**config.mk**
```make
export PLATFORM = sky130hd
export DESIGN_NAME = lmhq_ctrl_fix
export DESIGN_NICKNAME = d
export VERILOG_FILES = /design/src/hdl/lmhq_pkg.sv /design/src/hdl/lmhq_ctrl.sv /design/src/hdl/lmhq_ctrl_fix.sv
export SDC_FILE = /design/constraint.sdc
export NUM_CORES = 1
export LEC_CHECK = 0
export BUFFER_PORTS_ARGS = -buffer_cell sky130_fd_sc_hd__clkbuf_2
export CAP_MARGIN = 20
export CORE_MARGIN = 5
export CORE_UTILIZATION = 45
export DETAILED_ROUTE_END_ITERATION = 8
export PLACE_DENSITY_LB_ADDON = 0.08
export SYNTH_ARGS = -nofsm -noshare
export SYNTH_HDL_FRONTEND = slang
export SYNTH_HIERARCHICAL = 1
export SYNTH_SLANG_ARGS = --single-unit
export TNS_END_PERCENT = 20
```
**constraint.sdc**
```tcl
create_clock -name clk -period 1.8 [get_ports clk]
set_input_delay 0.27 -clock clk [delete_from_list [all_inputs] [get_ports clk]]
set_output_delay 0.27 -clock clk [all_outputs]
set_load 0.02 [all_outputs]
```
**src/hdl/lmhq_pkg.sv**
```systemverilog
// Package for the lexicographic max-heap queue unit.
// Holds the heap geometry, the entry type, status codes and the ordering function.
package lmhq_pkg;

  localparam int HeapDepth = 1024;
  localparam int AddrW     = $clog2(HeapDepth);
  localparam int CountW    = $clog2(HeapDepth + 1);
  localparam int EntryW    = 32 + 32 + 16;

  localparam logic [1:0] STATUS_OK    = 2'd0;
  localparam logic [1:0] STATUS_EMPTY = 2'd1;
  localparam logic [1:0] STATUS_FULL  = 2'd2;

  localparam logic OP_INSERT = 1'b0;
  localparam logic OP_POP    = 1'b1;

  typedef struct packed {
    logic [31:0] cost;
    logic [31:0] capacity;
    logic [15:0] node_id;
  } entry_t;

  // Commands from the controller to the datapath.
  typedef struct packed {
    logic load_in;     // capture the request and the count
    logic rd_parent;   // read parent of pos
    logic rd_root;     // read root
    logic rd_last;     // read last entry
    logic rd_left;     // read left child of pos
    logic rd_right;    // read right child of pos
    logic cap_top;     // keep the root as popped entry
    logic cap_last;    // keep read data as moving entry
    logic cap_left;    // keep read data as left child
    logic cap_right;   // keep read data as right child
    logic wr_parent;   // write parent to pos, pos moves up
    logic wr_child;    // write chosen child to pos, pos moves down
    logic wr_final;    // write moving entry at pos
    logic done;        // present result
  } cmd_t;

  typedef struct packed {
    logic       op;
    logic       empty;
    logic       full;
    logic       at_root;
    logic       parent_above; // parent ranks above moving entry
    logic       left_ok;      // left child exists
    logic       right_ok;     // right child exists
    logic       go_down;      // a child ranks above moving entry
  } stat_t;

  // Entry a ranks strictly above b; equal ids never rank above each other.
  function automatic logic ranks_above(entry_t a, entry_t b);
    if (a.node_id == b.node_id) return 1'b0;
    if (a.cost != b.cost) return a.cost > b.cost;
    if (a.capacity != b.capacity) return a.capacity > b.capacity;
    return a.node_id > b.node_id;
  endfunction

endpackage

```
**src/hdl/lmhq_ctrl.sv**
```systemverilog
// Controller state machine of the heap queue.
// Depends on lmhq_pkg.
module lmhq_ctrl
  import lmhq_pkg::*;
(
  input  logic  clk,
  input  logic  rst,
  input  logic  start,
  output logic  busy,
  input  stat_t stat,
  output cmd_t  cmd,
  output logic  strobe
);
  typedef enum logic [9:0] {
    S_IDLE   = 10'b0000000001,
    S_DECIDE = 10'b0000000010,
    S_UPRD   = 10'b0000000100,
    S_UPCMP  = 10'b0000001000,
    S_RROOT  = 10'b0000010000,
    S_RLAST  = 10'b0000100000,
    S_RLEFT  = 10'b0001000000,
    S_RRIGHT = 10'b0010000000,
    S_DNCMP  = 10'b0100000000,
    S_DONE   = 10'b1000000000
  } state_t;

  state_t state, state_next;

  always_comb begin
    cmd        = '0;
    state_next = state;
    case (state)
      S_IDLE: begin
        if (start) begin
          cmd.load_in = 1'b1; state_next = S_DECIDE;
        end
      end
      S_DECIDE: begin
        if (stat.op == OP_INSERT) begin
          if (stat.full) state_next = S_DONE;
          else if (stat.at_root) begin
            cmd.wr_final = 1'b1; state_next = S_DONE;
          end else begin
            cmd.rd_parent = 1'b1; state_next = S_UPCMP;
          end
        end else begin
          if (stat.empty) state_next = S_DONE;
          else begin
            cmd.rd_root = 1'b1; state_next = S_RROOT;
          end
        end
      end
      S_UPRD: begin
        if (stat.at_root) begin
          cmd.wr_final = 1'b1; state_next = S_DONE;
        end else begin
          cmd.rd_parent = 1'b1; state_next = S_UPCMP;
        end
      end
      S_UPCMP: begin
        if (stat.parent_above) begin
          cmd.wr_final = 1'b1; state_next = S_DONE;
        end else begin
          cmd.wr_parent = 1'b1; state_next = S_UPRD;
        end
      end
      S_RROOT: begin
        cmd.cap_top = 1'b1; cmd.rd_last = 1'b1; state_next = S_RLAST;
      end
      S_RLAST: begin
        cmd.cap_last = 1'b1; cmd.rd_left = 1'b1; state_next = S_RLEFT;
      end
      S_RLEFT: begin
        cmd.cap_left = 1'b1; cmd.rd_right = 1'b1; state_next = S_RRIGHT;
      end
      S_RRIGHT: begin
        cmd.cap_right = 1'b1; state_next = S_DNCMP;
      end
      S_DNCMP: begin
        if (stat.go_down) begin
          cmd.wr_child = 1'b1; state_next = S_RLAST;
        end else begin
          cmd.wr_final = 1'b1; state_next = S_DONE;
        end
      end
      S_DONE: begin
        cmd.done = 1'b1; state_next = S_IDLE;
      end
      default: state_next = S_IDLE;
    endcase
  end

  always_ff @(posedge clk) begin
    if (rst) begin
      state <= S_IDLE;
    end else begin
      state <= state_next;
    end
  end

  assign busy   = (state != S_IDLE);
  assign strobe = cmd.done;
endmodule

```
**src/hdl/lmhq_ctrl_fix.sv**
```systemverilog
// Sequencer wrapper that masks the moving-entry capture after a move down.
// Depends on lmhq_pkg and lmhq_ctrl.
module lmhq_ctrl_fix
  import lmhq_pkg::*;
(
  input  logic  clk,
  input  logic  rst,
  input  logic  start,
  output logic  busy,
  input  stat_t stat,
  output cmd_t  cmd,
  output logic  strobe
);
  cmd_t raw;
  logic after_move;

  lmhq_ctrl u_ctrl (
    .clk(clk), .rst(rst), .start(start), .busy(busy),
    .stat(stat), .cmd(raw), .strobe(strobe)
  );

  always_ff @(posedge clk) begin
    if (rst) after_move <= 1'b0;
    else     after_move <= raw.wr_child;
  end

  always_comb begin
    cmd = raw;
    if (after_move) cmd.cap_last = 1'b0;
  end
endmodule

```
# Word-level counts from Yosys, hierarchy flattened
# Cells that the tools add are included.
# Widths: inputs -> output; s select.
# classes
n_eq_ne	12
mux	33
# ops
cell	n
$pmux 10 s9	1
$mux 10	7
$mux 1	23
$eq 10x1->1 const B	1
$eq 10x10->1 const B	1
$eq 10x2->1 const B	1
$eq 10x3->1 const B	1
$eq 10x4->1 const B	1
$eq 10x5->1 const B	1
$eq 10x6->1 const B	1
$eq 10x7->1 const B	1
$eq 10x8->1 const B	1
$eq 10x9->1 const B	1
$ne 10x1->1 const B	1
$pmux 1 s4	1
$ne 2x2->1 const B	1
$pmux 1 s2	1
# word_totals
reg_bits	11
out_inout_bits	16
word_cells	47

# Longest topological paths before layout
# Gate-level depths: netlist of run 1.
# logic_depth
depth_word	4
ltp_mapped	5
ltp_nobuf	4

# Cells and area by module
# Netlist of run 1, hierarchy kept.
# by_module_without_submodules
mod	n_inst	cells_each	area_each_um2	seq_area_each_um2
lmhq_ctrl	1	87	719.4	200.2
lmhq_ctrl_fix	1	3	47.5	20.0

# Least setup slack after synthesis of run 1
# Ideal clock, no wire load.
# synth_path
path_kind	reg2out
start	register u_ctrl.state[4]
end	output cmd[1] in the netlist's numbering
t_arrival_ns	1.593
required_time_ns	1.530
slack_ns	-0.063
stages_incl_launch_ff	5
path_cell_list	dfxtp_1 nor4_4 nand2_1 o21bai_1 o21ai_0
# synth_rtl
item	line_no	source
start: declaration	lmhq_ctrl.sv:27	state_t state, state_next;
start signal: assignment	lmhq_ctrl.sv:97	state <= state_next;
end: declaration	lmhq_ctrl_fix.sv:11	output cmd_t cmd,

==> results by group, run 1 <==
Status
  – Failing checks: setup timing
  – Status: complete, but fails checks

Route
  – Post-Route WL: 2230 microns
  – Via count: 796
  – First DRT Iteration DRCs: 14
  – First-pass detailed-route iteration total: 4
  – WL/cell: 15.5 microns
  – Via-to-Cell Ratio: 5.53
  – DRC violation count after routing: 0
  – Post-route ant nets: 0

Power
  – NetSw: 207 uW
  – Clk pwr share: 27.7%
  – Power Total: 632 uW
  – Comb power frac: 30.4%
  – Switching power share of the total: 32.8%
  – Share of power burned in registers: 41.9%
  – P per Cell Area: 536 nW/um^2
  – IR drop worst, VDD: 0.359 mV
  – Pint: 425 uW
  – LEAKAGE: 0.000508 uW

Critical path
  – CP required: 1.53 ns
  – Worst Path Max Fanout: 4
  – CP startpoint kind: flip-flop
  – Crit path kind: flip-flop to output port
  – Worst path arrival time: 1.66 ns
  – Worst setup EP type: output port
  – Worst R2R Path Depth: 6

Logic synthesis
  – Synth area leaders: dfxtp_1 29%, nor4_4 5.5%, nor3_1 5.2%
  – Cell Area, Synth: 767 sq um
  – EDFF count, synth: 0
  – Post-Syn Area per Cell: 8.52 sq um
  – Yosys cell types: 34
  – Synthesized flop and latch total: 11
  – Syn Inst Count: 90
  – Syn_nets: 101
  – Seq/Total Area, Yosys: 28.7%
  – Top cell type's share of synthesized area: 28.7%
  – Post-synth top cells: 11 x dfxtp_1, 8 x nor2_1, 8 x nor3_1
  – Commonest register cell after synthesis: dfxtp_1
  – Area leader, netlist: dfxtp_1
  – Post-synth ARST share: 0%
  – Yosys warns: 6
  – Most common cell in the netlist: dfxtp_1

Timing
  – Fin. max-slew vios: 0
  – Slew HR: 71.6%
  – Final hold vios: 0
  – Min Tclk post-route: 1.93 ns
  – Clock skew: 0.000819 ns
  – Final WS setup: -0.133 ns
  – Final Setup Violations: 10
  – Achievable Freq: 517 MHz
  – RSZ-0062 raised after global routing: yes
  – Fin crit share: 107%
  – Worst Max-Slew Pin Slew: 0.415 ns

Layout
  – Multi-input gate area: 577 sq um
  – Layout filler cell count: 139
  – Share of layout cells above drive strength 1: 58.3%
  – Ant diodes: 0
  – Non-Filler Instances: 144
  – Register Area: 236 sq um
  – Nets: 139
  – Syn-to-layout area delta: 53.7%
  – Post-Layout Inst Area: 1180 sq um

Floorplanning
  – Io pins: 27
  – Die Span X: 51.3 microns
  – Die ar.: 2630 sq um
  – Cell row count: 15
  – Initial core utilization: 45.9%
  – Core area: 1670 sq um
  – Die Ht: 51.3 microns

Placement
  – Detail Placement HPWL: 1510 microns
  – Dpl cells: 135
  – Setup WS pre-CTS: 0.0837 ns
  – GP Congestion: 0.883
  – I/O Buffers: 24
  – Area after DPL: 948 sq um

Clock network
  – H-tree depth: 1
  – Clock-pin slew on the worst setup and hold paths: 0.08 ns
  – Clock Latency Late Sink: 0.26 ns
  – Num Clock Sinks: 11
  – Hold_buf cts: 0
  – Root buffer cell: clkbuf_4
  – Max clock buf depth: 2
  – CTS buffer count: 3
  – CTS tree: yes

Global route
  – Largest net degree at the start of global routing: 10
  – Grt ovf: 0
  – Vias in the first global route: 786
  – First-pass GRT wire length: 3600 microns
  – Initial antenna violation count: 0
  – Gr usage total: 18.1%

Worst hold path
  – Hold/Removal Path Class: input pin to flip-flop
  – Worst Hold Depth: 2

Job
  – Number of max-cap violations: 0
per-stage QoR:
stage / hold WS [ns] / util, % / TNS, ns
global route: 0.224 / 70.6 / -1.87
finish: 0.214 / 70.6 / -0.385
detailed placement: 0.489 / 56.8 / 0
CTS: 0.195 / 65.2 / -0.317
floorplan: 0.334 / - / -0.000140
global placement: 0.485 / 56.8 / 0
power groups by stage:
stage	clock [uW]	sequential, uW	combinational, uW
after floorplan	0	257	108
after global placement	0	269	151
after CTS	177	263	174
after detailed placement	0	269	155
final	175	265	192
after global routing	193	267	209
metal layers:
metal / vias up / global-route usage [%] / routed length, microns
met4: 0 / 5.68 / 15
li1: 392 / - / -
met2: 22 / 31.8 / 1140
met5: - / 0 / 0
met3: 4 / 2.62 / 102
met1: 378 / 22.6 / 969
area by class of cell:
| cell class | count | share of cell area, % |
|---|---|---|
| multi-input combinational | 67 | 48.9 |
| timing repair buffer | 41 | 25.7 |
| clock buffer | 4 | 2.23 |
| sequential | 11 | 20.1 |
| inverter | 4 | 1.27 |
| tap | 17 | 1.80 |
timing repair:
action | 4_1_cts | 5_1_grt
buffers inserted | 3 | 2
gates resized for setup | 28 | 34
setup endpoints to repair | 15 | 17
pin swaps | 6 | 5
endpoints found under the hold margin | 0 | 0
worst paths after layout:
| check | slack [ns] | startpoint | end |
|---|---|---|---|
| max | -0.13 | u_ctrl/state[2] | cmd[1] |
| min | 0.21 | rst | after_move |
| max reg2reg | 0.07 | u_ctrl/state[3] | u_ctrl/state[5] |
| min reg2reg | 0.57 | u_ctrl/state[6] | u_ctrl/state[7] |
cell usage in the layout (no fill, tap or decap), types with 2 or more instances in the layout:
| cell type | netlist | routed |
|---|---|---|
| dfxtp_4 | 0 | 3 |
| dfxtp_2 | 0 | 4 |
| nand2b_1 | 4 | 4 |
| clkbuf_2 | 0 | 8 |
| xor2_1 | 2 | 2 |
| nor4_4 | 2 | 4 |
| nand2_1 | 4 | 3 |
| buf_2 | 4 | 3 |
| nor4_1 | 5 | 3 |
| buf_4 | 4 | 23 |
| nor2b_1 | 4 | 3 |
| buf_6 | 0 | 4 |
| o21ai_0 | 6 | 4 |
| nor3_2 | 0 | 3 |
| nor3_1 | 8 | 4 |
| dfxtp_1 | 11 | 4 |
| inv_1 | 4 | 4 |
| nor2b_4 | 2 | 2 |
| o21bai_4 | 1 | 2 |
| nor2_1 | 8 | 7 |
| clkbuf_4 | 0 | 5 |
critical path, stage by stage (launching register included):
cell and delay [ns]:
dfxtp_2 0.36, or4_4 0.55, nor3_2 0.18, o21ai_2 0.09, o21ai_1 0.07, buf_4 0.15
cells by family (layout without fill, tap and decap cells):
family | after synthesis | count (layout) | share of synthesized area, %
simple gates | 49 | 49 | 44.5
compound gates | 14 | 14 | 13.5
buf+inv | 12 | 49 | 8.48
flops | 11 | 11 | 28.7
xor+xnor | 3 | 3 | 3.43
mux | 1 | 1 | 1.31
flip-flops by register name, indices dropped and copies added (netlist names):
name,cells
after_move,1
u_ctrl/state,10
(Power assumes the default switching activity.)
==> run 2, diff against run 1 <==
Settings changed: CORE_UTILIZATION 45 to 30.
==> run 2 against run 1 <==
Compared with the run above: register-to-register slack better by 0.09 ns; hold slack got worse by 0.0068 ns; utilization decreased by 22 points; non-clock buffer count is the same; cell count grew 9.0%; the run still ends with setup timing left; highest routed layer unchanged; critical path type unchanged.
==> results by group, run 2 (same netlist as run 1, synthesis figures left out) <==
Timing
  – Min Tclk post-route: 1.92 ns (was 1.93 ns)
  – Clock skew: 0.00404 ns (was 0.000819 ns)
  – Achievable Freq: 522 MHz (was 517 MHz)
  – Final hold vios: 0 (unchanged)
  – Final Setup Violations: 11 (was 10)
  – RSZ-0062 raised after global routing: yes (unchanged)
  – Final WS setup: -0.115 ns (was -0.133 ns)
  – Fin crit share: 106% (was 107%)
  – Fin. max-slew vios: 0 (unchanged)
  – Slew HR: 71.2% (was 71.6%)
  – Worst Max-Slew Pin Slew: 0.428 ns (was 0.415 ns)

Global route
  – Vias in the first global route: 786 (unchanged)
  – Gr usage total: 12.3% (was 18.1%)
  – First-pass GRT wire length: 3360 microns (was 3600 microns)
  – Initial antenna violation count: 0 (unchanged)
  – Largest net degree at the start of global routing: 10 (unchanged)
  – Grt ovf: 0 (unchanged)

Critical path
  – Critical path's slowest cell: dfxtp_4 (was or4_4)
  – Crit path cell chain: nor4_4 > buf_4 > and4b_1 > o21ai_2 > o21ai_1 > buf_4 (was or4_4 > nor3_2 > o21ai_2 > o21ai_1 > buf_4)
  – R2R Setup Slk: 0.16 ns (was 0.07 ns)
  – Crit-path most repeated cell: buf_4
  – Crit path kind: flip-flop to output port (unchanged)
  – CP required: 1.53 ns (about the same)
  – Worst path arrival time: 1.65 ns (was 1.66 ns)
  – Worst setup EP type: output port (unchanged)
  – Worst R2R Path Depth: 5 (was 6)
  – Reg-to-Reg End: u_ctrl/state[5] (unchanged)
  – CP max stage delay: 0.37 ns (was 0.55 ns)
  – Crit path launch: u_ctrl/state[1] (was u_ctrl/state[2])
  – Critical Path End: cmd[1] (unchanged)
  – R2r startpoint: u_ctrl/state[8] (was u_ctrl/state[3])
  – Worst Path Max Fanout: 4 (unchanged)
  – CP startpoint kind: flip-flop (unchanged)

Placement
  – I/O Buffers: 24 (unchanged)
  – Setup WS pre-CTS: 0.0528 ns (was 0.0837 ns)
  – GP Congestion: 0.823 (was 0.883)
  – Detail Placement HPWL: 1500 microns (was 1510 microns)

Route
  – DRC violation count after routing: 0 (unchanged)
  – First DRT Iteration DRCs: 10 (was 14)
  – Post-Route WL: 2050 microns (was 2230 microns)
  – First-pass detailed-route iteration total: 4 (unchanged)
  – Via-to-Cell Ratio: 5.11 (was 5.53)
  – Post-route ant nets: 0 (unchanged)
  – Max Used Layer: met4 (unchanged)
  – WL met3: 103 microns (was 102 microns)
  – Via count: 803 (was 796)
  – WL/cell: 13.0 microns (was 15.5 microns)
  – Wl on met1: 892 microns (was 969 microns)
  – WL met2: 1030 microns (was 1140 microns)

Clock network
  – CTS buffer count: 3 (unchanged)
  – Hold_buf cts: 0 (unchanged)
  – Root buffer cell: clkbuf_4 (unchanged)
  – Num Clock Sinks: 11 (unchanged)
  – Clock Latency Late Sink: 0.27 ns (was 0.26 ns)
  – Max clock buf depth: 2 (unchanged)
  – Clock-pin slew on the worst setup and hold paths: 0.08 ns (about the same)
  – CTS tree: yes (unchanged)
  – H-tree depth: 1 (unchanged)

Floorplanning
  – Die ar.: 3670 sq um (was 2630 sq um)
  – Die Ht: 60.6 microns (was 51.3 microns)
  – Die Span X: 60.6 microns (was 51.3 microns)
  – Cell row count: 18 (was 15)
  – Core area: 2450 sq um (was 1670 sq um)
  – Initial core utilization: 31.2% (was 45.9%)
  – Io pins: 27 (unchanged)

Power
  – Pint: 447 uW (was 425 uW)
  – Share of power burned in registers: 40.5% (was 41.9%)
  – NetSw: 207 uW (about the same)
  – IR drop worst, VDD: 0.372 mV (was 0.359 mV)
  – Power Total: 655 uW (was 632 uW)
  – Comb power frac: 33.0% (was 30.4%)
  – P per Cell Area: 550 nW/um^2 (was 536 nW/um^2)
  – Clk pwr share: 26.5% (was 27.7%)
  – LEAKAGE: 0.000506 uW (was 0.000508 uW)
  – Switching power share of the total: 31.7% (was 32.8%)

Layout
  – Commonest non-fill, non-tap cell in the layout: buf_4 (unchanged)
  – Max reg flops: 10 (unchanged)
  – Top reg by flops: u_ctrl/state (unchanged)
  – Ant diodes: 0 (unchanged)
  – Share of layout cells above drive strength 1: 59.8% (was 58.3%)
  – Top flop regs: u_ctrl/state: 10 flops, after_move: 1 flops (unchanged)
  – Syn-to-layout area delta: 55.1% (was 53.7%)
  – Most frequent cells in the layout: 20 x buf_4, 15 x clkbuf_2, 6 x nor2_1, 5 x dfxtp_1 (was 23 x buf_4, 8 x clkbuf_2, 7 x nor2_1, 5 x clkbuf_4)
  – Final Core Density: 48.5% (was 70.6%)
  – Nets: 139 (unchanged)

Worst hold path
  – Worst Hold Depth: 2 (unchanged)
  – Hold/Removal Path Class: input pin to flip-flop (unchanged)

Status
  – Failing checks: setup timing (unchanged)
  – Status: complete, but fails checks (unchanged)

Job
  – Number of max-cap violations: 0 (unchanged)
-- run 2: cell types whose count changed in the layout (fill, tap and decap cells not counted), moves of 2 or more --
cell      delta
buf_2        -2
buf_4        -3
clkbuf_2     +7
clkbuf_4     -2
-- run 2: worst max-delay path, delay by kind of cell (launching register included) --
family          cells  cell delay, ns
flops               1            0.37
buf+inv             2            0.32
simple gates        2            0.56
compound gates      2            0.13
-- run 2: what timing repair did --
item,CTS,global route
resized for setup,29,23
pin swaps,4,8
setup buffers,1,3
endpoints found under the setup margin,16,16
-- run 2: worst min path at each step --
stage / from / to / slack (ns)
after floorplan: rst / after_move / 0.33
after global placement: stat[4] / u_ctrl/state[3] / 0.49
after detailed placement: stat[4] / u_ctrl/state[3] / 0.49
after CTS: stat[4] / u_ctrl/state[3] / 0.18
after global routing: rst / after_move / 0.20
final: stat[4] / u_ctrl/state[3] / 0.21
-- run 2: layout make-up --
| class | instances | area [sq um] |
|---|---|---|
| clock buffer | 4 | 26.3 |
| tap | 30 | 37.5 |
| fill | 255 | 1260 |
| multi-input combinational | 67 | 589 |
| timing repair buffer | 41 | 289 |
| inverter | 4 | 15.0 |
| sequential | 11 | 233 |
-- run 2: power groups by stage --
stage | sequential, uW | combinational, uW | clock, uW
after floorplan | 257 | 108 | 0
after global placement | 269 | 162 | 0
after detailed placement | 269 | 161 | 0
after CTS | 265 | 185 | 184
after global routing | 267 | 237 | 197
final | 265 | 216 | 173
-- run 2: metal layers --
metal	global-route usage, %	up-vias
met5	0	-
met2	20.5	26
met4	5.57	0
met1	15.2	378
li1	-	397
met3	2.55	2
-- run 2: through the flow --
step	instances	area, sq um	TNS, ns	hold WS, ns
CTS	154	1100	-0.890	0.182
global placement	149	972	0	0.486
finish	157	1190	-0.780	0.207
global route	157	1190	-2.18	0.203
detailed placement	149	972	0	0.488
floorplan	90	767	-0.000140	0.334
